<file path="src/design/fia_pkg.sv">
// Shared types, character codes and digit lookup for the integer formatter.
`timescale 1ns / 1ps
`default_nettype none

package fia_pkg;

    // Argument and conversion widths.
    localparam int ARG_W      = 32;
    localparam int BCD_DIGITS = 10;
    localparam int BCD_W      = 4 * BCD_DIGITS;
    localparam int IDX_W      = 4;
    localparam int CNT_W      = 5;

    // Character codes that steer the formatter.
    localparam logic [7:0] CH_PERCENT = 8'h25;
    localparam logic [7:0] CH_DEC     = 8'h64;
    localparam logic [7:0] CH_HEX     = 8'h78;
    localparam logic [7:0] CH_MINUS   = 8'h2d;

    // Sequencer states of the top level.
    typedef enum logic [1:0] {
        ST_IDLE,
        ST_CONV,
        ST_LEAD,
        ST_EMIT
    } t_state;

    // Maps one digit value to its lower-case ASCII character.
    function automatic logic [7:0] digit_char(input logic [3:0] nib);
        logic [7:0] ch;
        case (nib)
            4'h0: ch = 8'h30;
            4'h1: ch = 8'h31;
            4'h2: ch = 8'h32;
            4'h3: ch = 8'h33;
            4'h4: ch = 8'h34;
            4'h5: ch = 8'h35;
            4'h6: ch = 8'h36;
            4'h7: ch = 8'h37;
            4'h8: ch = 8'h38;
            4'h9: ch = 8'h39;
            4'ha: ch = 8'h61;
            4'hb: ch = 8'h62;
            4'hc: ch = 8'h63;
            4'hd: ch = 8'h64;
            4'he: ch = 8'h65;
            default: ch = 8'h66;
        endcase
        return ch;
    endfunction

endpackage

`default_nettype wire

</file>
<file path="src/design/fia_dabble.sv">
// Iterative binary to BCD converter, one shift-and-correct step per cycle.
`timescale 1ns / 1ps
`default_nettype none

module fia_dabble (
    input  wire logic                      i_clk,
    input  wire logic                      i_rst_n,
    input  wire logic                      i_start,
    input  wire logic [fia_pkg::ARG_W-1:0] i_value,
    output logic                           o_done,
    output logic [fia_pkg::BCD_W-1:0]      o_bcd
);

    logic [fia_pkg::ARG_W-1:0] r_bin;
    logic [fia_pkg::BCD_W-1:0] r_bcd;
    logic [fia_pkg::BCD_W-1:0] corr;
    logic [fia_pkg::CNT_W-1:0] r_cnt;
    logic                      r_busy;
    logic                      r_done;

    // Add three to every BCD digit of five or more before the next shift.
    always_comb begin
        for (int k = 0; k < fia_pkg::BCD_DIGITS; k++) begin
            if (r_bcd[4*k +: 4] >= 4'd5) begin
                corr[4*k +: 4] = r_bcd[4*k +: 4] + 4'd3;
            end else begin
                corr[4*k +: 4] = r_bcd[4*k +: 4];
            end
        end
    end

    // Control: one step per cycle for every bit of the argument.
    always_ff @(posedge i_clk) begin
        if (!i_rst_n) begin
            r_busy <= 1'b0;
            r_done <= 1'b0;
            r_cnt  <= '0;
        end else begin
            r_done <= 1'b0;
            if (i_start) begin
                r_busy <= 1'b1;
                r_cnt  <= fia_pkg::CNT_W'(fia_pkg::ARG_W - 1);
            end else if (r_busy) begin
                if (r_cnt == '0) begin
                    r_busy <= 1'b0;
                    r_done <= 1'b1;
                end else begin
                    r_cnt <= r_cnt - fia_pkg::CNT_W'(1);
                end
            end
        end
    end

    // Datapath: shift the binary word into the corrected BCD register.
    always_ff @(posedge i_clk) begin
        if (i_start) begin
            r_bin <= i_value;
            r_bcd <= '0;
        end else if (r_busy) begin
            r_bin <= {r_bin[fia_pkg::ARG_W-2:0], 1'b0};
            r_bcd <= {corr[fia_pkg::BCD_W-2:0], r_bin[fia_pkg::ARG_W-1]};
        end
    end

    assign o_done = r_done;
    assign o_bcd  = r_bcd;

endmodule

`default_nettype wire

</file>
<file path="src/design/format_int_to_ascii.sv">
// Top level of the printf-style integer formatter: sequencer and output register.
//
// Usage: each input item carries one format-string byte and one 32-bit argument.
// An ordinary byte is echoed as one result item in the cycle after acceptance.
// A '%' byte arms a pending flag and produces nothing. The following byte is a
// specifier: 'd' prints the argument as signed decimal, 'x' as lower-case hex,
// both without leading zeros; any other specifier produces nothing.
// The last character caused by one input item carries o_run_last.
// Both channels use valid and stall; an item moves when valid is high and
// stall is low. o_stall is high during a conversion or emission, and also
// while a held result is stalled. Ordinary bytes stream at one per cycle
// while the receiver does not stall. A hex specifier passes acceptance and
// a leading-digit search, then emits one character per cycle while the
// receiver does not stall. A decimal specifier runs the BCD shift unit, one
// step per argument bit, after the accepting cycle, then collects the result
// and finds the leading digit, and emits characters in the same way.
// Reset clears the pending flag, the sequencer and the output valid flag.
// When the receiver stalls, the current result holds and emission pauses.
`timescale 1ns / 1ps
`default_nettype none

module format_int_to_ascii (
    input  wire logic                      i_clk,
    input  wire logic                      i_rst_n,
    input  wire logic                      i_valid,
    output logic                           o_stall,
    input  wire logic [7:0]                i_fmt_byte,
    input  wire logic [fia_pkg::ARG_W-1:0] i_arg_value,
    output logic                           o_valid,
    input  wire logic                      i_stall,
    output logic [7:0]                     o_out_char,
    output logic                           o_run_last
);

    fia_pkg::t_state r_state, n_state;
    logic r_pending, n_pending;
    logic r_neg, n_neg;
    logic [fia_pkg::BCD_W-1:0] r_digits, n_digits;
    logic [fia_pkg::IDX_W-1:0] r_idx, n_idx;
    logic r_out_valid, n_out_valid;
    logic [7:0] r_out_char, n_out_char;
    logic r_out_last, n_out_last;

    logic in_acc;
    logic slot_free;
    logic conv_start;
    logic conv_done;
    logic [fia_pkg::BCD_W-1:0] conv_bcd;
    logic [fia_pkg::ARG_W-1:0] magnitude;
    logic [fia_pkg::IDX_W-1:0] lead_idx;
    logic [3:0] cur_nib;

    assign o_stall   = (r_state != fia_pkg::ST_IDLE) || (r_out_valid && i_stall);
    assign in_acc    = i_valid && !o_stall;
    assign slot_free = !r_out_valid || !i_stall;
    assign magnitude = i_arg_value[fia_pkg::ARG_W-1] ?
                       fia_pkg::ARG_W'(0 - i_arg_value) : i_arg_value;
    assign cur_nib   = r_digits[{r_idx, 2'b00} +: 4];

    // Binary to BCD unit for the decimal specifier.
    fia_dabble u_dabble (
        .i_clk   (i_clk),
        .i_rst_n (i_rst_n),
        .i_start (conv_start),
        .i_value (magnitude),
        .o_done  (conv_done),
        .o_bcd   (conv_bcd)
    );

    // Position of the most significant nonzero digit, zero when all are zero.
    always_comb begin
        lead_idx = '0;
        for (int k = 0; k < fia_pkg::BCD_DIGITS; k++) begin
            if (r_digits[4*k +: 4] != 4'h0) begin
                lead_idx = fia_pkg::IDX_W'(k);
            end
        end
    end

    // Sequencer: next state, digit buffer and output register loads.
    always_comb begin
        n_state     = r_state;
        n_pending   = r_pending;
        n_neg       = r_neg;
        n_digits    = r_digits;
        n_idx       = r_idx;
        n_out_valid = r_out_valid;
        n_out_char  = r_out_char;
        n_out_last  = r_out_last;
        conv_start  = 1'b0;
        if (r_out_valid && !i_stall) begin
            n_out_valid = 1'b0;
        end
        unique case (r_state)
            fia_pkg::ST_IDLE: begin
                if (in_acc) begin
                    if (r_pending) begin
                        n_pending = 1'b0;
                        if (i_fmt_byte == fia_pkg::CH_DEC) begin
                            n_neg      = i_arg_value[fia_pkg::ARG_W-1];
                            conv_start = 1'b1;
                            n_state    = fia_pkg::ST_CONV;
                        end else if (i_fmt_byte == fia_pkg::CH_HEX) begin
                            n_neg    = 1'b0;
                            n_digits = fia_pkg::BCD_W'(i_arg_value);
                            n_state  = fia_pkg::ST_LEAD;
                        end
                    end else if (i_fmt_byte == fia_pkg::CH_PERCENT) begin
                        n_pending = 1'b1;
                    end else begin
                        n_out_valid = 1'b1;
                        n_out_char  = i_fmt_byte;
                        n_out_last  = 1'b1;
                    end
                end
            end
            fia_pkg::ST_CONV: begin
                if (conv_done) begin
                    n_digits = conv_bcd;
                    n_state  = fia_pkg::ST_LEAD;
                end
            end
            fia_pkg::ST_LEAD: begin
                n_idx   = lead_idx;
                n_state = fia_pkg::ST_EMIT;
            end
            fia_pkg::ST_EMIT: begin
                if (slot_free) begin
                    n_out_valid = 1'b1;
                    if (r_neg) begin
                        n_out_char = fia_pkg::CH_MINUS;
                        n_out_last = 1'b0;
                        n_neg      = 1'b0;
                    end else begin
                        n_out_char = fia_pkg::digit_char(cur_nib);
                        n_out_last = (r_idx == '0);
                        if (r_idx == '0) begin
                            n_state = fia_pkg::ST_IDLE;
                        end else begin
                            n_idx = r_idx - fia_pkg::IDX_W'(1);
                        end
                    end
                end
            end
            default: begin
                n_state = fia_pkg::ST_IDLE;
            end
        endcase
    end

    // Control registers.
    always_ff @(posedge i_clk) begin
        if (!i_rst_n) begin
            r_state     <= fia_pkg::ST_IDLE;
            r_pending   <= 1'b0;
            r_neg       <= 1'b0;
            r_out_valid <= 1'b0;
        end else begin
            r_state     <= n_state;
            r_pending   <= n_pending;
            r_neg       <= n_neg;
            r_out_valid <= n_out_valid;
        end
    end

    // Payload registers.
    always_ff @(posedge i_clk) begin
        r_digits   <= n_digits;
        r_idx      <= n_idx;
        r_out_char <= n_out_char;
        r_out_last <= n_out_last;
    end

    assign o_valid    = r_out_valid;
    assign o_out_char = r_out_char;
    assign o_run_last = r_out_last;

endmodule

`default_nettype wire
</file>
<file path="config.mk">
export PLATFORM = sky130hd
export DESIGN_NAME = format_int_to_ascii
export DESIGN_NICKNAME = d
export VERILOG_FILES = /design/src/design/fia_pkg.sv /design/src/design/fia_dabble.sv /design/src/design/format_int_to_ascii.sv
export SDC_FILE = /design/constraint.sdc
export NUM_CORES = 1
export LEC_CHECK = 0
export BUFFER_PORTS_ARGS = -buffer_cell sky130_fd_sc_hd__buf_2
export CAP_MARGIN = 20
export CORE_MARGIN = 2
export CORE_UTILIZATION = 52
export CTS_BUF_LIST = sky130_fd_sc_hd__clkbuf_16
export DETAILED_ROUTE_END_ITERATION = 12
export GPL_TIMING_DRIVEN = 0
export PLACE_DENSITY = 0.7
export SYNTH_ARGS = -nofsm -noshare
export SYNTH_HDL_FRONTEND = slang
export SYNTH_HIERARCHICAL = 1
export SYNTH_SLANG_ARGS = --single-unit
</file>
<file path="constraint.sdc">
create_clock -name i_clk -period 5.43 [get_ports i_clk]
set_input_delay 0.2715 -clock i_clk [delete_from_list [all_inputs] [get_ports i_clk]]
set_output_delay 0.2715 -clock i_clk [all_outputs]
set_load 0.02 [all_outputs]
</file>
# Word level (Yosys, flattened, before mapping)
# Memories as Yosys holds them, arrays and structs flattened.
# Cells that the tools add are included.
dict set report word_totals {
  memories 1
  elab_cells 170
  reg_bits 137
  in_bits 44
  mem_bits_ro 96
}
# name words word_bits rd rd_clocked_by_memory_dff wr line_no
set memory_table {}
lappend memory_table {{(no name shown)} 16 6 1 0 0 fia_pkg.sv:31} ;# case (nib)
dict set report op_classes {
  add_sub_neg 13
  n_lt_le_gt_ge 10
  n_mux 78
  n_eq_ne 19
  bitwise_logic 2
  n_shift 1
  n_reduce_logical 33
}
# op count
set ops {}
lappend ops {{40-bit 2-to-1 mux} 5}
lappend ops {{32-bit 2-to-1 mux} 3}
lappend ops {{4-bit 2-to-1 mux} 20}
lappend ops {{40-bit case mux with 2 select lines} 1}
lappend ops {{4-bit by 3-bit greater-or-equal comparator with 1-bit output (second input constant)} 10}
lappend ops {{8-bit 2-to-1 mux} 5}
lappend ops {{40-bit by 7-bit variable part select with 4-bit output} 1}
lappend ops {{4-bit by 2-bit adder with 4-bit output (second input constant)} 9}
lappend ops {{4-bit nonzero test} 9}
lappend ops {{1-bit by 32-bit subtractor with 32-bit output (first input constant)} 1}
lappend ops {{1-bit 2-to-1 mux} 26}
lappend ops {{2-bit != test (second input constant)} 11}
lappend ops {{8-bit by 7-bit equality test with 1-bit output (second input constant)} 2}
lappend ops {{2-bit 2-to-1 mux} 8}
lappend ops {{8-bit case mux with 2 select lines} 1}
lappend ops {{5-bit 2-to-1 mux} 3}
lappend ops {{5-bit AND reduction} 2}
lappend ops {{2-bit nonzero test} 5}
lappend ops {{8-bit by 6-bit equality test with 1-bit output (second input constant)} 1}
lappend ops {{2-bit case mux with 4 select lines} 1}
lappend ops {{4-bit case mux with 2 select lines} 1}
lappend ops {{7-bit AND reduction} 1}
lappend ops {{1-bit case mux with 2 select lines} 3}
lappend ops {{6-bit AND reduction} 1}
lappend ops {{18 further kinds} 26}

# Logic depth before layout (Yosys ltp)
dict set report logic_depth {
  word_depth 11
  mapped_depth 10
  ltp_nobuf 9
}

# Modules after synthesis
# Netlist, hierarchy kept.
# module area_each_um2 seq_area_each_um2 cells_per_inst n_inst
set modules_own_cells {}
lappend modules_own_cells {fia_dabble 4126.5 1901.8 406 1}
lappend modules_own_cells {format_int_to_ascii 3858.7 1691.6 352 1}

# Worst setup path after synthesis
# OpenSTA, ideal clock, no wires.
dict set report synth_path {
  path_kind {register to register}
  startpoint {register r_state[1]}
  endpoint {register r_digits[0] (netlist name) (enable)}
  stages_incl_launch_ff 7
  setup_time_ns 0.451
  arrival_ns 3.246
  slack_ns 1.734
  t_required_ns 4.979
  period_less_slack_ns 3.696
  path_cell_list {dfxtp_1 -> inv_1 -> ha_1 -> clkbuf_1 -> buf_1 -> a22oi_1 -> a21oi_1}
}
dict set report synth_via {
  elab_chain_len 6
}
# item line_no
set synth_lines {}
lappend synth_lines {{start: declaration} format_int_to_ascii.sv:35} ;# fia_pkg::t_state r_state, n_state;
lappend synth_lines {{start signal: assignment} format_int_to_ascii.sv:154} ;# r_state <= fia_pkg::ST_IDLE;
lappend synth_lines {{start signal: assignment} format_int_to_ascii.sv:159} ;# r_state <= n_state;
lappend synth_lines {{2-bit nonzero test} format_int_to_ascii.sv:53} ;# assign o_stall = (r_state != fia_pkg::ST_IDLE) || (r_out_valid && i_stall);
lappend synth_lines {{1-bit logical OR} format_int_to_ascii.sv:53}
lappend synth_lines {{1-bit zero test} format_int_to_ascii.sv:54} ;# assign in_acc = i_valid && !o_stall;
lappend synth_lines {{1-bit logical AND} format_int_to_ascii.sv:54}
lappend synth_lines {{2-bit != test (no line)} --}
lappend synth_lines {{6-bit AND reduction (no line) *} --}
lappend synth_lines {{end signal: assignment} format_int_to_ascii.sv:168} ;# r_digits <= n_digits;
lappend synth_lines {{end: declaration} format_int_to_ascii.sv:38} ;# logic [fia_pkg::BCD_W-1:0] r_digits, n_digits;
# Every way passes the cells marked *; elsewhere a longest branch is shown, timed or not.
# A chain may end at the register's enable or synchronous reset.

# Worst setup path in the final report
dict set report layout_path {
  startpoint {register r_state[0]}
  endpoint {register u_dabble/r_bin[3] (netlist name) (enable)}
}
dict set report layout_via {
  elab_chain_len 7
}
# item line_no
set layout_lines {}
lappend layout_lines {{2-bit nonzero test} format_int_to_ascii.sv:53}
lappend layout_lines {{1-bit logical OR} format_int_to_ascii.sv:53}
lappend layout_lines {{1-bit zero test} format_int_to_ascii.sv:54}
lappend layout_lines {{1-bit logical AND} format_int_to_ascii.sv:54}
lappend layout_lines {{1-bit 2-to-1 mux} format_int_to_ascii.sv:96} ;# if (in_acc) begin
lappend layout_lines {{1-bit 2-to-1 mux *} format_int_to_ascii.sv:94} ;# unique case (r_state)
lappend layout_lines {{named net conv_start} format_int_to_ascii.sv:46} ;# logic conv_start;
lappend layout_lines {{2-bit nonzero test (no line) *} --}
lappend layout_lines {{end signal: assignment} fia_dabble.sv:57} ;# r_bin <= i_value;
lappend layout_lines {{end signal: assignment} fia_dabble.sv:60} ;# r_bin <= {r_bin[fia_pkg::ARG_W-2:0], 1'b0};
lappend layout_lines {{end: declaration} fia_dabble.sv:14} ;# logic [fia_pkg::ARG_W-1:0] r_bin;
# The timed path passes the listed nets; every way through them passes the cells marked *.

==> flow_summary.ini <==
[outcome]
status = completed

[floorplanning]
die_area_sq_mm = 0.01636
start_util = 0.5292
num_rows = 45
core_region_area_sq_mm = 0.01509
ios = 55
die_height_microns = 127.9
die_width_microns = 127.9

[timing]
final-max-slew-violation-count = 0
clock_skew_ps = 10.92
finalCritPeriodShare = 0.6134
fin_tns_setup_ps = 0
max_freq_ghz = 0.3002
rsz0062_at_grt = false
relSlewSlack = 0.4563
min_period_ps = 3331
setup_violations = 0
worst_pin_slew_ps = 815.6
hold_viol = 0

[logic_synthesis]
synthesis.instances = 758
syn_area_per_cell_sq_um = 10.53
ys_ff_latch = 137
async_flop_share = 0
synthFlopType = edfxtp_1
ys_types = 62
synth_fp_nets = 832
yosysWarnings = 6
synth_edf_count = 85
synth_area_sq_mm = 0.007985
ys_seq_area_frac = 0.4500

[route]
drc = 0
drtIter0Drc = 694
num_vias = 6447
vias_per_cell = 6.241
routed_wl_microns = 20880
wl_per_cell_microns = 20.21
dr.pass1.iters = 6
ant_nets = 0

[global_routing]
grtUsageMet3 = 0.05718
grt_usage = 0.2573
met1_usage = 0.3277
grt_pass1_wl_microns = 32070
grt_start_max_net_pins = 33
grt_pass1_vias = 6156
grt-ovfl-total = 0
grt_use_met2 = 0.4155
top_usage_layer = met2
antenna_found_initial = 0

[cts]
clkSinkCount = 137
clock-root-buffer = clkbuf_16
cts_resized = 0
max-clock-path-buffers = 2
insertion_delay_ps = 430
cts_setup_buffers = 0
h-tree-depth = 4
worst_setup_hold_path_clk_slew_ps = 60
holdBufCountCts = 0
cts_buffers = 17
cts_tree = done

[cells_and_area]
syn_to_final_growth_pct = 14.78
mostFrequentLayoutCells = edfxtp_1 (85), buf_2 (69), mux2_2 (61)
fill_cells = 1226
drive_gt1_frac = 0.2438
antenna-diode-count = 0
final_common_cell = edfxtp_1
fin_nets = 906
layout.cells.non_filler = 1033
design_area_sq_mm = 0.009165

[power_and_ir_drop]
power-per-cell-area_mw_per_mm2 = 268.5
leakage_uw = 0.003638
vdd_drop_max_mv = 0.2113

[worst_setup_path]
start_kind = register
rrSetupSlack_ps = 2100
crit_type = register to register
path_max_fanout = 32
worstSetupEndpointType = register
cp.required_ps = 5480
worst_ep_arrival_time_ps = 3380

[place]
place.port_buffers = 54
place.gp.congestion = 0.9419
dp_hpwl_microns = 14920
place_inst = 1001
place_area_sq_mm = 0.008529

[flow_run]
maxCapViolations = 0

[min_path]
holdCritPathClass = input port to register
worst paths after layout:
kind | cells past startpoint | start | end
setup / recovery | 8 | r_state[0] | u_dabble/r_bin[3]
hold / removal | 2 | i_fmt_byte[5] | o_out_char[5]
setup reg to reg | 8 | r_state[0] | u_dabble/r_bin[3]
hold reg to reg | 2 | u_dabble/o_bcd[39] | u_dabble/o_bcd[39]
through the flow:
| step | hold WS (ps) | worst slack [ps] | power [uW] | util |
|---|---|---|---|---|
| after floorplan | 389.0 | 1734 | 1185 | - |
| after global placement | 458.8 | 399.2 | 1231 | 0.5627 |
| after detailed placement | 462.5 | 2098 | 1233 | 0.5653 |
| after CTS | 120.6 | 2111 | 2471 | 0.6074 |
| after global routing | 124.5 | 1855 | 2531 | 0.6074 |
| final | 135.9 | 2099 | 2461 | 0.6074 |
sequential cells by signal (all words and copies together) (netlist names):
signal           flops
r_neg                1
u_dabble/o_bcd      40
u_dabble/o_done      1
u_dabble/r_cnt       5
o_run_last           1
r_pending            1
r_digits            40
r_idx                4
u_dabble/r_bin      32
u_dabble/r_busy      1
o_valid              1
o_out_char           8
r_state              2
cell usage after synthesis, types with 4 or more instances:
library cell   n  area [sq um]
o21a_1         4         30.03
or3_1         12         75.07
or4_1          4         30.03
mux2i_1       14         140.1
a31oi_1        4         25.02
o22a_2         8         80.08
o22ai_1       11         68.82
nor2b_1        7         43.79
ha_1          30         375.4
clkbuf_1       9         33.78
nand3b_1       4         30.03
a21oi_1       38         190.2
nand2_1       54         202.7
o21ai_1       20         100.1
buf_1          8         30.03
dfxtp_1       52          1041
and2_1        11         68.82
nand4_1       11         68.82
a311oi_2       8         120.1
a21bo_2        8         80.08
nor4_1         9         56.30
nor3b_1        5         37.54
o31ai_1       11         82.58
o32ai_1        9         78.83
a21boi_0       4         30.03
mux4_2         6         135.1
nand2b_1       7         43.79
edfxtp_1      85          2552
nor3_1        12         60.06
buf_2         15         75.07
mux2_2        61         686.9
nor2_1        28         105.1
xnor2_1       32         280.3
o21ai_0       40         200.2
inv_1         55         206.5
nand3_1       17         85.08
final cells by class:
class	instances	area [sq um]	area share
Multi-Input combinational cell	531	4035	0.4403
Sequential cell	137	3593	0.3921
Clock buffer	17	425.4	0.04642
Timing Repair Buffer	55	297.8	0.03249
Tap cell	188	235.2	0.02567
Clock inverter	15	210.2	0.02294
Inverter	55	206.4	0.02253
Buffer	35	161.4	0.01761
worst max-delay path, stage by stage, from the launching register on:
cell and delay, ps:
dfxtp_1 340, inv_1 120, ha_1 150, clkbuf_1 410, nand4_1 240, nor2_1 300
buf_2 380, buf_2 300, or2_2 680
cells by family (layout without fill, tap and decap cells):
kind of cell / count (synthesis) / count (layout) / share of synthesized area
simple gates: 197 / 197 / 0.1337
compound gates: 190 / 190 / 0.1666
flops: 137 / 137 / 0.4500
buf+inv: 90 / 177 / 0.04607
mux: 81 / 81 / 0.1205
xor+xnor: 33 / 33 / 0.03620
fa+ha+maj: 30 / 30 / 0.04701
layer usage:
metal | routed length (microns) | vias to the layer above | share of wire
met5 | 0 | - | 0
met4 | 769 | 0 | 0.037
met3 | 1487 | 67 | 0.071
met2 | 9738 | 312 | 0.47
met1 | 8886 | 3092 | 0.43
li1 | - | 2976 | -
power by group:
part           total (uW)  switching [uW]  internal (uW)  leakage, uW
Combinational         109            61.0           48.1      0.00209
Sequential           1100            1.03           1100      0.00124
Clock                1250             441            807     0.000307
(Power assumes the default switching activity.)
